--- src/hw/rtl/jeafx_pkg.sv ---
// Package: shared types, constants and helper functions for the JSON audio field extractor.
`timescale 1ns / 1ps
package jeafx_pkg;

  localparam int MaxNest   = 8;
  localparam int CountBits = 16;
  localparam int StackSize = MaxNest + 2;
  localparam int LevelBits = $clog2(StackSize + 1);
  localparam int IdxBits   = $clog2(StackSize);

  typedef struct packed {
    logic [7:0] msg_byte;
    logic       is_last;
  } in_word_t;

  typedef struct packed {
    logic        kind;
    logic [7:0]  payload_char;
    logic [1:0]  verdict;
    logic [15:0] payload_length;
  } out_word_t;

  typedef enum logic [13:0] {
    PM_START       = 14'b00000000000001,
    PM_OBJ_FIRST   = 14'b00000000000010,
    PM_ARR_FIRST   = 14'b00000000000100,
    PM_KEY_START   = 14'b00000000001000,
    PM_STR         = 14'b00000000010000,
    PM_STR_ESC     = 14'b00000000100000,
    PM_STR_HEX     = 14'b00000001000000,
    PM_COLON       = 14'b00000010000000,
    PM_VALUE_START = 14'b00000100000000,
    PM_TOKEN       = 14'b00001000000000,
    PM_AFTER       = 14'b00010000000000,
    PM_TAIL        = 14'b00100000000000,
    PM_FAIL        = 14'b01000000000000,
    PM_EMPTY       = 14'b10000000000000
  } parse_mode_e;

  typedef enum logic [2:0] {
    SEL_NONE      = 3'd0,
    SEL_TYPE_VAL  = 3'd1,
    SEL_DELTA_VAL = 3'd2,
    SEL_KEY_ANY   = 3'd3,
    SEL_KEY_TYPE  = 3'd4,
    SEL_KEY_DELTA = 3'd5
  } match_sel_e;

  localparam logic [1:0] VerdictNone  = 2'd0;
  localparam logic [1:0] VerdictAudio = 2'd1;
  localparam logic [1:0] VerdictBad   = 2'd2;

  // parser state carried between bytes
  typedef struct packed {
    parse_mode_e           mode;
    logic [LevelBits-1:0]  level;
    logic [2:0]            key_pos;
    logic [4:0]            val_pos;
    logic [2:0]            hex_left;
    logic                  got_type;
    logic                  got_delta;
    logic                  audio_evt;
    logic                  delta_str;
    logic                  delta_bad;
    logic                  miss;
    logic                  str_key;
    match_sel_e            sel;
    match_sel_e            role;
  } pstate_t;

  function automatic logic is_ws(input logic [7:0] b);
    return b == 8'h20 || b == 8'h09 || b == 8'h0d || b == 8'h0a;
  endfunction

  function automatic logic is_hex(input logic [7:0] b);
    return (b >= "0" && b <= "9") || (b >= "a" && b <= "f") || (b >= "A" && b <= "F");
  endfunction

  function automatic logic is_b64(input logic [7:0] b);
    return (b >= "A" && b <= "Z") || (b >= "a" && b <= "z") || (b >= "0" && b <= "9")
        || b == "+" || b == "/" || b == "=";
  endfunction

  function automatic logic [7:0] audio_chr(input logic [4:0] i);
    logic [7:0] c;
    case (i)
      5'd0: c = "r";  5'd1: c = "e";  5'd2: c = "s";  5'd3: c = "p";
      5'd4: c = "o";  5'd5: c = "n";  5'd6: c = "s";  5'd7: c = "e";
      5'd8: c = ".";  5'd9: c = "a";  5'd10: c = "u"; 5'd11: c = "d";
      5'd12: c = "i"; 5'd13: c = "o"; 5'd14: c = "."; 5'd15: c = "d";
      5'd16: c = "e"; 5'd17: c = "l"; 5'd18: c = "t"; 5'd19: c = "a";
      default: c = 8'h00;
    endcase
    return c;
  endfunction

  function automatic logic [7:0] type_chr(input logic [2:0] i);
    logic [7:0] c;
    case (i)
      3'd0: c = "t"; 3'd1: c = "y"; 3'd2: c = "p"; 3'd3: c = "e";
      default: c = 8'h00;
    endcase
    return c;
  endfunction

  function automatic logic [7:0] delta_chr(input logic [2:0] i);
    logic [7:0] c;
    case (i)
      3'd0: c = "d"; 3'd1: c = "e"; 3'd2: c = "l"; 3'd3: c = "t"; 3'd4: c = "a";
      default: c = 8'h00;
    endcase
    return c;
  endfunction

endpackage

--- src/hw/rtl/json_event_audio_field_extractor.sv ---
// Top level: parser state, container stack and output register with skid entry.
//
// Usage: feed one JSON message byte per word on the input channel, is_last set on
// the final byte. Each accepted byte is parsed in the cycle it is accepted; a
// "delta" string character produces a payload word (kind 0) and the final byte
// produces exactly one verdict word (kind 1) with the saturated payload length.
// Words not producing a result are absorbed silently.
// A result word goes to the output register, or to the skid entry while stalled.
// Throughput: one byte per cycle while in_ready_o is high, set by the combinational
// parser step and the one-entry output register with a skid entry behind it.
// When the receiver stalls, the skid entry fills and in_ready_o drops until a
// word is taken; no word is lost or duplicated.
// Reset puts the parser at "expect opening brace" and empties both output
// entries; after each verdict the parser returns to that state by itself.
// The container stack has no reset; only entries below the nesting level are read.
`timescale 1ns / 1ps
module json_event_audio_field_extractor (
  input  logic                  clk_i,
  input  logic                  rst_ni,
  input  logic                  in_valid_i,
  output logic                  in_ready_o,
  input  jeafx_pkg::in_word_t   in_data_i,
  output logic                  out_valid_o,
  input  logic                  out_ready_i,
  output jeafx_pkg::out_word_t  out_data_o
);
  import jeafx_pkg::*;

  pstate_t                       st_q, st_d, nxt;
  logic [StackSize-1:0]          kinds_q;
  logic [CountBits-1:0]          count_q, count_d;
  logic [1:0]                    phase_q, phase_d;
  logic                          push, push_obj, emit;
  logic                          acc;
  logic                          res_vld;
  out_word_t                     res;
  logic                          ov_q, sk_q;
  out_word_t                     od_q, sd_q;
  logic [1:0]                    verdict;
  pstate_t                       rst_st;

  assign rst_st = '{mode: PM_START, sel: SEL_NONE, role: SEL_NONE, default: '0};

  jeafx_parser u_parser (
    .cur_i      (st_q),
    .b_i        (in_data_i.msg_byte),
    .kinds_i    (kinds_q),
    .nxt_o      (nxt),
    .push_o     (push),
    .push_obj_o (push_obj),
    .emit_o     (emit)
  );

  assign in_ready_o = !sk_q;
  assign acc        = in_valid_i && in_ready_o;

  // verdict from the state after the last byte
  always_comb begin
    if (nxt.mode == PM_EMPTY) verdict = VerdictNone;
    else if (nxt.mode != PM_TAIL) verdict = VerdictBad;
    else if (!nxt.audio_evt) verdict = VerdictNone;
    else if (!nxt.delta_str || nxt.delta_bad || phase_q != 2'd0) verdict = VerdictBad;
    else verdict = VerdictAudio;
  end

  // result word and next counters
  always_comb begin
    st_d    = st_q;
    count_d = count_q;
    phase_d = phase_q;
    res_vld = 1'b0;
    res     = '0;
    if (acc) begin
      if (in_data_i.is_last) begin
        res_vld            = 1'b1;
        res.kind           = 1'b1;
        res.verdict        = verdict;
        res.payload_length = (count_q > CountBits'(16'hFFFF)) ? 16'hFFFF : 16'(count_q);
        st_d    = rst_st;
        count_d = '0;
        phase_d = '0;
      end else begin
        st_d = nxt;
        if (emit && nxt.mode != PM_FAIL) begin
          res_vld          = 1'b1;
          res.payload_char = in_data_i.msg_byte;
          if (count_q != {CountBits{1'b1}}) count_d = count_q + 1'b1;
          phase_d = phase_q + 1'b1;
        end
      end
    end
  end

  // parser state registers
  always_ff @(posedge clk_i or negedge rst_ni) begin
    if (!rst_ni) begin
      st_q    <= rst_st;
      count_q <= '0;
      phase_q <= '0;
    end else begin
      st_q    <= st_d;
      count_q <= count_d;
      phase_q <= phase_d;
    end
  end

  // container kind stack
  always_ff @(posedge clk_i) begin
    if (acc && push) kinds_q[IdxBits'(st_q.level)] <= push_obj;
  end

  // output register with skid entry
  always_ff @(posedge clk_i or negedge rst_ni) begin
    if (!rst_ni) begin
      ov_q <= 1'b0;
      sk_q <= 1'b0;
    end else begin
      if (!ov_q || out_ready_i) begin
        ov_q <= sk_q || res_vld;
        sk_q <= 1'b0;
      end else if (res_vld) begin
        sk_q <= 1'b1;
      end
    end
  end

  always_ff @(posedge clk_i) begin
    if (!ov_q || out_ready_i) od_q <= sk_q ? sd_q : res;
    else if (res_vld) sd_q <= res;
  end

  assign out_valid_o = ov_q;
  assign out_data_o  = od_q;

  // a skid entry only exists behind a full output register
  a_skid_full: assert property (@(posedge clk_i) disable iff (!rst_ni) sk_q |-> ov_q)
    else $error("skid entry valid with empty output register");
  // a stalled output word must not be overwritten
  a_out_hold: assert property (@(posedge clk_i) disable iff (!rst_ni)
    ov_q && !out_ready_i |=> ov_q && $stable(od_q))
    else $error("output word changed while stalled");
  // the parser state returns to start after a last byte
  a_last_rst: assert property (@(posedge clk_i) disable iff (!rst_ni)
    acc && in_data_i.is_last |=> st_q.mode == PM_START && count_q == '0)
    else $error("state not cleared after last byte");
  // nesting level never exceeds the stack
  a_level: assert property (@(posedge clk_i) disable iff (!rst_ni)
    st_q.level <= LevelBits'(StackSize))
    else $error("nesting level beyond stack");

endmodule

--- src/hw/rtl/jeafx_parser.sv ---
// Byte parser: next-state logic of the JSON grammar checker and delta extractor.
`timescale 1ns / 1ps
module jeafx_parser (
  input  jeafx_pkg::pstate_t                 cur_i,
  input  logic [7:0]                         b_i,
  input  logic [jeafx_pkg::StackSize-1:0]    kinds_i,
  output jeafx_pkg::pstate_t                 nxt_o,
  output logic                               push_o,
  output logic                               push_obj_o,
  output logic                               emit_o
);
  import jeafx_pkg::*;

  pstate_t s;
  logic    top_obj;
  logic    is_close;
  logic    is_sep;
  logic [IdxBits-1:0] top_idx;
  logic    do_content;
  logic [1:0] ckind;
  logic    miss_hit;

  assign top_idx  = IdxBits'(cur_i.level - 1'b1);
  assign is_close = b_i == "}" || b_i == "]";
  assign is_sep   = is_ws(b_i) || b_i == "," || is_close;

  always_comb begin
    s          = cur_i;
    push_o     = 1'b0;
    push_obj_o = 1'b0;
    emit_o     = 1'b0;
    do_content = 1'b0;
    ckind      = 2'd0;
    top_obj    = kinds_i[top_idx];
    miss_hit   = 1'b0;

    // structural step; object/array first and a token end fall through once
    if (s.mode == PM_OBJ_FIRST && !is_ws(b_i) && b_i != "}") s.mode = PM_KEY_START;
    if (s.mode == PM_ARR_FIRST && !is_ws(b_i) && b_i != "]") s.mode = PM_VALUE_START;
    if (s.mode == PM_TOKEN && is_sep) s.mode = PM_AFTER;

    unique case (s.mode)
      PM_START: begin
        if (!is_ws(b_i)) begin
          if (b_i == "{") begin
            push_o = 1'b1; push_obj_o = 1'b1;
            s.level = s.level + 1'b1; s.mode = PM_OBJ_FIRST;
          end else s.mode = PM_FAIL;
        end
      end
      PM_OBJ_FIRST: begin
        if (b_i == "}") begin
          if (s.level == LevelBits'(1)) s.mode = PM_EMPTY;
          else begin
            s.level = s.level - 1'b1;
            s.mode  = (s.level == '0) ? PM_TAIL : PM_AFTER;
          end
        end
      end
      PM_ARR_FIRST: begin
        if (b_i == "]") begin
          s.level = s.level - 1'b1;
          s.mode  = (s.level == '0) ? PM_TAIL : PM_AFTER;
        end
      end
      PM_KEY_START: begin
        if (!is_ws(b_i)) begin
          if (b_i == "\"") begin
            s.str_key = 1'b1; s.miss = 1'b0;
            s.sel = (s.level == LevelBits'(1)) ? SEL_KEY_ANY : SEL_NONE;
            s.key_pos = '0; s.val_pos = '0; s.mode = PM_STR;
          end else s.mode = PM_FAIL;
        end
      end
      PM_STR: begin
        if (b_i == "\"") begin
          // close string
          if (s.str_key) begin
            s.role = SEL_NONE; s.mode = PM_COLON;
            if (s.sel == SEL_KEY_TYPE && !s.miss && s.key_pos == 3'd4) begin
              if (s.got_type) s.mode = PM_FAIL;
              else begin s.got_type = 1'b1; s.role = SEL_TYPE_VAL; end
            end else if (s.sel == SEL_KEY_DELTA && !s.miss && s.key_pos == 3'd5) begin
              if (s.got_delta) s.mode = PM_FAIL;
              else begin s.got_delta = 1'b1; s.role = SEL_DELTA_VAL; end
            end
          end else begin
            if (s.sel == SEL_TYPE_VAL && !s.miss && s.val_pos == 5'd20) s.audio_evt = 1'b1;
            s.mode = PM_AFTER;
          end
          if (s.mode != PM_FAIL) s.sel = SEL_NONE;
        end else if (b_i < 8'd32) s.mode = PM_FAIL;
        else if (b_i == "\\") begin
          do_content = 1'b1; ckind = 2'd1; s.mode = PM_STR_ESC;
        end else begin
          do_content = 1'b1; ckind = 2'd0;
        end
      end
      PM_STR_ESC: begin
        if (b_i == "u") begin
          do_content = 1'b1; ckind = 2'd2; s.hex_left = 3'd4; s.mode = PM_STR_HEX;
        end else if (b_i == "\"" || b_i == "\\" || b_i == "/" || b_i == "b" ||
                     b_i == "f" || b_i == "n" || b_i == "r" || b_i == "t") begin
          do_content = 1'b1; ckind = 2'd2; s.mode = PM_STR;
        end else s.mode = PM_FAIL;
      end
      PM_STR_HEX: begin
        if (!is_hex(b_i)) s.mode = PM_FAIL;
        else begin
          do_content = 1'b1; ckind = 2'd3;
          if (s.hex_left != '0) s.hex_left = s.hex_left - 1'b1;
          if (s.hex_left == '0) s.mode = PM_STR;
        end
      end
      PM_COLON: begin
        if (!is_ws(b_i)) s.mode = (b_i == ":") ? PM_VALUE_START : PM_FAIL;
      end
      PM_VALUE_START: begin
        if (!is_ws(b_i)) begin
          if (s.level > LevelBits'(MaxNest + 1)) s.mode = PM_FAIL;
          else if (b_i == "\"") begin
            s.sel = (s.level == LevelBits'(1)) ? s.role : SEL_NONE;
            if (s.sel == SEL_DELTA_VAL) s.delta_str = 1'b1;
            s.str_key = 1'b0; s.miss = 1'b0;
            s.key_pos = '0; s.val_pos = '0; s.mode = PM_STR;
          end else if (b_i == "{" || b_i == "[") begin
            if (s.level >= LevelBits'(StackSize)) s.mode = PM_FAIL;
            else begin
              push_o = 1'b1; push_obj_o = (b_i == "{");
              s.level = s.level + 1'b1;
              s.mode  = (b_i == "{") ? PM_OBJ_FIRST : PM_ARR_FIRST;
            end
          end else if (b_i == "," || is_close) s.mode = PM_FAIL;
          else s.mode = PM_TOKEN;
        end
      end
      PM_TOKEN: ;
      PM_AFTER: begin
        if (!is_ws(b_i)) begin
          if (s.level == '0 || s.level > LevelBits'(StackSize)) s.mode = PM_FAIL;
          else if (b_i == ",") s.mode = top_obj ? PM_KEY_START : PM_VALUE_START;
          else if (b_i == (top_obj ? 8'h7d : 8'h5d)) begin
            s.level = s.level - 1'b1;
            s.mode  = (s.level == '0) ? PM_TAIL : PM_AFTER;
          end else s.mode = PM_FAIL;
        end
      end
      PM_TAIL: if (!is_ws(b_i)) s.mode = PM_FAIL;
      PM_FAIL, PM_EMPTY: ;
      default: s.mode = PM_FAIL;
    endcase

    // string content matching and delta capture
    if (do_content) begin
      if (s.sel == SEL_KEY_ANY)
        s.sel = (b_i == "t") ? SEL_KEY_TYPE : (b_i == "d") ? SEL_KEY_DELTA : SEL_NONE;
      if (s.sel == SEL_KEY_TYPE) begin
        if (!s.miss) begin
          if (s.key_pos < 3'd4 && b_i == type_chr(s.key_pos)) s.key_pos = s.key_pos + 1'b1;
          else miss_hit = 1'b1;
        end
      end else if (s.sel == SEL_KEY_DELTA) begin
        if (!s.miss) begin
          if (s.key_pos < 3'd5 && b_i == delta_chr(s.key_pos)) s.key_pos = s.key_pos + 1'b1;
          else miss_hit = 1'b1;
        end
      end else if (s.sel == SEL_TYPE_VAL) begin
        if (!s.miss) begin
          if (s.val_pos < 5'd20 && b_i == audio_chr(s.val_pos)) s.val_pos = s.val_pos + 1'b1;
          else miss_hit = 1'b1;
        end
      end else if (s.sel == SEL_DELTA_VAL && ckind != 2'd1) begin
        if ((ckind == 2'd0 && !is_b64(b_i)) || (ckind == 2'd2 && b_i != "/") || ckind == 2'd3)
          s.delta_bad = 1'b1;
        emit_o = 1'b1;
      end
      if (miss_hit) s.miss = 1'b1;
    end
    nxt_o = s;
  end

endmodule
--- config.mk ---
export PLATFORM = sky130hd
export DESIGN_NAME = json_event_audio_field_extractor
export DESIGN_NICKNAME = d
export VERILOG_FILES = /design/src/hw/rtl/jeafx_pkg.sv /design/src/hw/rtl/json_event_audio_field_extractor.sv /design/src/hw/rtl/jeafx_parser.sv
export SDC_FILE = /design/constraint.sdc
export NUM_CORES = 1
export LEC_CHECK = 0
export BUFFER_PORTS_ARGS = -buffer_cell sky130_fd_sc_hd__buf_2
export CAP_MARGIN = 20
export CORE_ASPECT_RATIO = 1.4
export CORE_UTILIZATION = 63
export DETAILED_ROUTE_END_ITERATION = 12
export PLACE_DENSITY = 0.85
export SLEW_MARGIN = 20
export SYNTH_ARGS = -nofsm -noshare
export SYNTH_HDL_FRONTEND = slang
export SYNTH_SLANG_ARGS = --single-unit
--- constraint.sdc ---
create_clock -name clk_i -period 5.4 [get_ports clk_i]
set_input_delay 0.54 -clock clk_i [delete_from_list [all_inputs] [get_ports clk_i]]
set_output_delay 0.54 -clock clk_i [all_outputs]
set_load 0.02 [all_outputs]
* Yosys cells after proc, flatten, opt, wreduce, memory -nomap -nowiden
Memory sizes are Yosys's and may differ from the RTL's.
Index checks and enable logic that the tools add are counted.
** Word-level totals
- Bits in registers :: 126
- Bits in read-only memories :: 224
- Input port bits :: 13
- Output and inout port bits :: 29
- Word-level logic and storage cells :: 433
- Memories kept :: 1
** Memory list
- (no name shown) :: depth 32, width 7, rd ports 1, clocked after memory_dff 0, wr ports 0, RTL line jeafx_pkg.sv:86 : case (i)
** Operators by class
- $add $sub $neg :: 7
- $lt $le $gt $ge :: 19
- Equality and inequality tests :: 91
- Mux-type cells :: 198
- Bitwise logic cells :: 1
- Reduce and logical (&&, ||, !) cells :: 89
** Operators with widths (count)
- $mux W14 :: 24
- $pmux W14 S12 :: 1
- $mux W8 :: 17
- $mux W13 :: 8
- $eq A8 B7 Y1 const B :: 12
- $mux W18 :: 5
- $mux W3 :: 25
- $mux W16 :: 4
- $mux W1 :: 59
- $eq A8 B6 Y1 const B :: 7
- $mux W27 :: 2
- $mux W5 :: 10
- $mux W42 :: 1
- $pmux W7 S5 :: 1
- $eq A8 B8 Y1 :: 4
- $le A8 B7 Y1 const B :: 4
- $mux W4 :: 8
- $ne A3 B3 Y1 const B :: 10
- $logic_or A1 B1 Y1 :: 29
- $eq A14 B10 Y1 const B :: 2
- $eq A14 B14 Y1 const B :: 2
- $eq A14 B2 Y1 const B :: 2
- $eq A14 B3 Y1 const B :: 2
- $mux W2 :: 14
- 76 further kinds :: 152

* Depth between registers and ports, before layout
- Depth after elaboration :: 48
- Depth in mapped cells :: 23

* Cells and area by module
Synthesis repeated with hierarchy kept, for this count alone.
** Second synthesis, totals
- Cell total of the unflattened synthesis :: 1041
- Area total of the unflattened synthesis :: 8958.6 um2
** By module, submodules not included
- json_event_audio_field_extractor :: instances 1, cells an instance 466, area each 5333.9 um2, sequential area each 3474.6 um2
- jeafx_parser :: instances 1, cells an instance 575, area each 3624.7 um2, sequential area each 0.0 um2

* Worst setup path before layout
No wires, ideal clock.
- Kind :: reg-to-reg
- From :: register st_q[24] (netlist bit)
- To :: register st_q[19] (netlist bit)
- Library setup time :: 0.132 ns
- Data arrival time :: 4.714 ns
- Setup slack :: 0.554 ns
- Cell stages (with the launch flop) :: 23
- Clock period less this slack :: 4.846 ns
- Path through :: dfrtp_1 > clkbuf_1 > inv_1 > ha_1 > nor2_1 > o21ai_0 > and2_1 > a32o_1 > o21ai_1 > clkbuf_1 > and2_1 > inv_1 > ha_1 > nand2b_1 > a21oi_1 > o31a_1 > nor4_1 > o21ai_0 > o22ai_1 > nand4_1 > nor4_4 > a2111oi_0 > or3b_1
** On the way
- Longest elaborated chain between the ends :: 19
** RTL lines
- start, declared :: RTL line json_event_audio_field_extractor.sv:29 : pstate_t st_q, st_d, nxt;
- start signal, assigned :: RTL line json_event_audio_field_extractor.sv:97 : st_q <= rst_st;
- start signal, assigned :: RTL line json_event_audio_field_extractor.sv:101 : st_q <= st_d;
- $gt A4 B4 Y1 :: RTL line jeafx_parser.sv:120 : if (s.level > LevelBits'(MaxNest + 1)) s.mode = PM_FAIL;
- $mux W12 :: RTL line jeafx_parser.sv:120
- $mux W26 :: RTL line jeafx_parser.sv:119 : if (!is_ws(b_i)) begin
- $pmux W8 S2 :: RTL line jeafx_parser.sv:42 : unique case (s.mode)
- $mem_v2 Z32 W7
- $mux W8 :: RTL line jeafx_parser.sv:168 : if (!s.miss) begin
- $mux W8 :: RTL line jeafx_parser.sv:167 : end else if (s.sel == SEL_TYPE_VAL) begin
- $mux W8 :: RTL line jeafx_parser.sv:162 : end else if (s.sel == SEL_KEY_DELTA) begin
- [... 3 more ...]
- $logic_and A1 B1 Y1 :: RTL line jeafx_parser.sv:169 : if (s.val_pos < 5'd20 && b_i == audio_chr(s.val_pos)) s.val_pos = s.val_pos + 1'b1;
- $mux W5 :: RTL line jeafx_parser.sv:169
- $mux W5 :: RTL line jeafx_parser.sv:168
- $mux W5 :: RTL line jeafx_parser.sv:167
- $mux W5 :: RTL line jeafx_parser.sv:162
- $mux W5 :: RTL line jeafx_parser.sv:157 : if (s.sel == SEL_KEY_TYPE) begin
- $mux W8 (*) :: RTL line jeafx_parser.sv:154 : if (do_content) begin
- $mux W42 (*) :: RTL line json_event_audio_field_extractor.sv:74 : if (in_data_i.is_last) begin
Every way passes the cells marked *; elsewhere a longest branch is shown, timed or not. The select of a mux whose other input is x is not followed.
A chain may end at the register's enable or synchronous reset.

* Worst setup path after layout
- From :: register st_q[39] (netlist bit)
- To :: register st_q[19] (netlist bit)
** On the way
- Longest elaborated chain between the ends :: 28
** RTL lines
- $eq A14 B2 Y1 :: RTL line jeafx_parser.sv:38 : if (s.mode == PM_OBJ_FIRST && !is_ws(b_i) && b_i != "}") s.mode = PM_KEY_START;
- $logic_and A1 B1 Y1 (2 in a row) :: RTL line jeafx_parser.sv:38
- $mux W14 (*) :: RTL line jeafx_parser.sv:38
- $eq A14 B3 Y1 :: RTL line jeafx_parser.sv:39 : if (s.mode == PM_ARR_FIRST && !is_ws(b_i) && b_i != "]") s.mode = PM_VALUE_START;
- $logic_and A1 B1 Y1 (2 in a row) :: RTL line jeafx_parser.sv:39
- $mux W14 (*) :: RTL line jeafx_parser.sv:39
- $eq A14 B10 Y1 :: RTL line jeafx_parser.sv:40 : if (s.mode == PM_TOKEN && is_sep) s.mode = PM_AFTER;
- $logic_and A1 B1 Y1 :: RTL line jeafx_parser.sv:40
- [... 10 more ...]
- $logic_and A1 B1 Y1 :: RTL line jeafx_parser.sv:169
- $mux W5 :: RTL line jeafx_parser.sv:169
- $mux W5 :: RTL line jeafx_parser.sv:168
- $mux W5 :: RTL line jeafx_parser.sv:167
- $mux W5 :: RTL line jeafx_parser.sv:162
- $mux W5 :: RTL line jeafx_parser.sv:157
- $mux W8 (*) :: RTL line jeafx_parser.sv:154
- $mux W42 (*) :: RTL line json_event_audio_field_extractor.sv:74
Marks and branches as above.

==> results.rst <==
.. list-table::
   :header-rows: 1

   * - Metric
     - Value
   * - Status
     - complete, no violations
   * - I/O Buffers
     - 41
   * - Area share of the largest cell type after synthesis
     - between 20% and 30%
   * - Top-level port count
     - 42
   * - Share of synthesized area spent on multiplexers
     - 1.82%
   * - Int Power
     - 1.83 mW
   * - Post-cts repair resize count
     - 0
   * - Simple-gate area share of the yosys netlist
     - 28.4%
   * - Total clock buffers created by CTS
     - 17
   * - Max-Slew Margin vs Limit
     - around 22%
   * - Detailed-route DRC error count
     - 0
   * - Final WL
     - 25.6 mm
   * - Cell leakage power
     - 4.19 nW
   * - Area fraction in compound gates after synthesis
     - roughly 22%
   * - Final antenna diode count
     - 0
   * - Peak fanout along the critical path
     - 6
   * - Cell chosen for the clock root
     - sky130_fd_sc_hd__clkbuf_16
   * - Buffer depth of the longest clock path
     - 2
   * - Placeable Area
     - 0.0135 mm²
   * - Placed instance count
     - 1,175
   * - Gpl congestion
     - 1.01
   * - Initial core utilization
     - 64.8%
   * - Final critical-path share of the clock period
     - 90.7%
   * - Final setup violation count
     - 0
   * - Insertion delay to the later sink of the worst-skew pair
     - approximately 430 ps
   * - Cell count of the worst reg-to-reg path
     - 20
   * - TritonCTS clock tree
     - done
   * - Worst-margin pin slew
     - 1160 ps
   * - Signal arrival time at the worst endpoint
     - between 5000 and 6000 ps
   * - Syn Area/Cell
     - about 9 µm²
   * - HPWL after detailed placement
     - 18.2 mm
   * - Worst-path clk slew
     - 70 ps
   * - Post-CTS Hold Buffers
     - 0
   * - Number of slew-limit violations in the final report
     - 0
   * - Count of unique library cells instantiated by Yosys
     - a little under 90
   * - Dominant combinational cell family by area after synthesis
     - simple AND/OR/NAND/NOR gates
   * - Count of nets after finishing
     - approximately 1,000
   * - Antenna viol nets, final
     - 0
   * - Number of clock sinks
     - 125
   * - Switching part of the total
     - 32.1%
   * - Unrepaired setup endpoints after global routing
     - no
   * - Setup crit end kind
     - flop
   * - Post-CTS repair timing setup buffer count
     - 0
   * - Sequential Power Share
     - 40.3%
   * - Ys flop type
     - sky130_fd_sc_hd__edfxtp_1
   * - Routed wire per std cell
     - roughly 21 µm
   * - Depth of the CTS H-tree
     - 4
   * - Share of synthesized area occupied by flip-flops and latches
     - about 40%
   * - Number of cell rows
     - 50
   * - Synthesized area
     - approximately 0.0087 mm²
   * - Net Count, Synth
     - ~1,000
   * - NetSw
     - around 0.86 mW
   * - Wire length of the first global-routing pass
     - 40.4 mm
   * - Overall die height
     - 141 µm
   * - DIE WIDTH
     - 101 µm
   * - Via total after detailed routing
     - between 8,000 and 9,000
   * - Post-synth EDFFs
     - between 60 and 70
   * - Number of DRC markers after the initial detailed-route iteration
     - 909
   * - Largest net degree at the start of global routing
     - 62
   * - Post-route non-filler standard cell count
     - 1,207
   * - Antenna violations before repair
     - 0
   * - Type of the setup path with the least slack
     - flop to flop
   * - Post-Route Skew
     - 12.9 ps
   * - Post-synthesis xor/xnor area fraction
     - 1.11%
   * - GR Overflow Total
     - 0
   * - Die area
     - 0.0143 mm²
   * - Via density per instance
     - 6.90
   * - Fraction of layout cells with a size suffix above 1
     - 14.3%
   * - Most area-consuming cells after synthesis
     - sky130_fd_sc_hd__edfxtp_1, sky130_fd_sc_hd__dfrtp_1, sky130_fd_sc_hd__nand2_1, sky130_fd_sc_hd__nor2_1, sky130_fd_sc_hd__ha_1
   * - PD cells
     - 275 mW/mm²
   * - Startpoint class of the critical path
     - flop
   * - Area growth, synth to finish
     - 12.4%
   * - Min Clock Period, post-route
     - around 4900 ps
   * - Peak clock frequency supported by timing
     - 204 MHz
   * - Data required time of the worst path
     - 5700 ps
   * - Mapped Cells
     - 974
   * - Dominant cell type by area after synthesis
     - sky130_fd_sc_hd__edfxtp_1
   * - Adder and majority gate portion of the synthesized area
     - 3.44%
   * - Comb power frac
     - between 15 and 20%
   * - DRT Pass-1 Iters
     - 6
   * - Count of final hold-check violations
     - 0
   * - Number of global-route vias before repair
     - 7,728
   * - Max Cap Viol
     - 0
   * - Proportion of synthesized flip-flops having asynchronous set or reset
     - 48.8%
   * - Class of the worst hold path
     - input port to async pin
   * - Flops & latches, synth
     - 125
   * - Total Routing Usage GR
     - 37.2%
   * - Clock network fraction of design power
     - 42.1%
   * - Worst VDD drop
     - 192 µV
   * - Post-Route Setup TNS
     - 0 ps
   * - Number of warnings reported in the yosys synthesis log
     - 0
## power by group through the flow
stage | Sequential (mW) | Clock [mW] | Combinational, mW
finish | 1.09 | 1.13 | 0.474
CTS | 1.08 | 1.13 | 0.463
detailed placement | 1.10 | 0 | 0.460
global route | 1.09 | 1.17 | 0.513
global placement | 1.10 | 0 | 0.456
floorplan | 1.12 | 0 | 0.306
## cells by family after synthesis
group           after synthesis
fa+ha+maj                    24
flops                       125
mux                          13
xor+xnor                     11
buf+inv                      89
simple gates                446
compound gates              266
## cell usage after synthesis, types with 9 or more instances
library cell                n
sky130_fd_sc_hd__nor2b_1   16
sky130_fd_sc_hd__o31ai_1   13
sky130_fd_sc_hd__and2_1    27
sky130_fd_sc_hd__a21oi_1   50
sky130_fd_sc_hd__dfrtp_1   60
sky130_fd_sc_hd__o211ai_1  11
sky130_fd_sc_hd__nor2_1    83
sky130_fd_sc_hd__a21o_1    27
sky130_fd_sc_hd__or3_1     20
sky130_fd_sc_hd__xnor2_1    9
sky130_fd_sc_hd__ha_1      24
sky130_fd_sc_hd__nor3_1    22
sky130_fd_sc_hd__nand4_1   22
sky130_fd_sc_hd__nand3_1   31
sky130_fd_sc_hd__and3_1    43
sky130_fd_sc_hd__a22o_1    17
sky130_fd_sc_hd__edfxtp_1  64
sky130_fd_sc_hd__nand2_1   94
sky130_fd_sc_hd__nand2b_1  12
sky130_fd_sc_hd__inv_1     31
sky130_fd_sc_hd__o22ai_1   11
sky130_fd_sc_hd__or4_1     10
sky130_fd_sc_hd__o21ai_0   48
sky130_fd_sc_hd__clkbuf_1  46
## placed cells by master (no fill, tap or decap), drive strengths merged, types with 6 or more instances in the layout
cell type  count
a2111oi        6
a211oi         7
a21o          27
a21oi         50
a22o          17
a31o           6
a31oi          6
and2          27
and3          43
and4           6
buf           77
clkbuf        17
dfrtp         60
edfxtp        64
ha            24
inv           41
mux2i          8
nand2         94
nand2b        12
nand3         31
nand3b         6
nand4         23
nand4b         8
nor2          83
nor2b         16
nor3          28
nor3b          7
nor4          10
o211ai        11
o21ai         52
o22ai         11
o31ai         13
or2            6
or3           21
or4           10
xnor2          9
## through the flow
stage	util [%]	setup slack, ps	power (mW)	cell area, µm²	hold WS, ps
final	72.9	501	2.69	9800	268
after detailed placement	68.5	469	1.56	9210	472
after global placement	68.5	601	1.56	9210	470
after CTS	72.9	603	2.68	9800	311
after floorplan	-	554	1.42	8720	244
after global routing	72.9	206	2.78	9800	350
## routing by layer
metal / routed length, µm / global-route usage [%] / up-vias
met5: 0 / 0 / -
met4: 1670 / 23.6 / 0
met3: 2130 / 5.55 / 117
met2: 12200 / 59.7 / 502
met1: 9590 / 46.5 / 3936
li1: - / - / 3777
## worst max-delay path, stage by stage, from the launching register on
cell	delay, ps
sky130_fd_sc_hd__dfrtp_1	450
sky130_fd_sc_hd__or3_4	450
sky130_fd_sc_hd__nor3_2	340
sky130_fd_sc_hd__nand3_1	250
sky130_fd_sc_hd__o41ai_4	350
sky130_fd_sc_hd__o21ai_1	240
sky130_fd_sc_hd__nand2_1	250
sky130_fd_sc_hd__inv_1	120
sky130_fd_sc_hd__ha_1	220
sky130_fd_sc_hd__inv_1	100
sky130_fd_sc_hd__ha_1	170
sky130_fd_sc_hd__nand2_1	70
sky130_fd_sc_hd__o22ai_1	300
sky130_fd_sc_hd__o32ai_1	120
sky130_fd_sc_hd__a31o_2	230
sky130_fd_sc_hd__nor2b_1	110
sky130_fd_sc_hd__a2bb2oi_1	310
sky130_fd_sc_hd__nor4_4	90
sky130_fd_sc_hd__buf_4	170
sky130_fd_sc_hd__nand3_1	80
sky130_fd_sc_hd__or3b_1	340
## state kept, by name, indices dropped and copies added (netlist names)
register     cells
out_data_o      27
sd_q            27
phase_q          2
sk_q             1
kinds_q         10
count_q         16
st_q            41
out_valid_o      1
## path summary, 6_finish.rpt
path                           from  endpoint  slack (ps)
setup / recovery           st_q[39]  st_q[19]         500
hold / removal               rst_ni  st_q[29]         270
setup reg to reg           st_q[39]  st_q[19]         500
hold reg to reg            st_q[14]  st_q[14]         490
max in group asynchronous    rst_ni   st_q[7]        4560
min in group clk_i         st_q[14]  st_q[14]         490
## layout make-up
class	instances	area, µm²
multi-input combinational	760	4930
fill	1009	3650
sequential	125	3450
timing repair buffer	77	488
clock buffer	17	425
tap	182	228
clock inverter	15	165
inverter	31	116
Power figures use the tool's default switching activity.
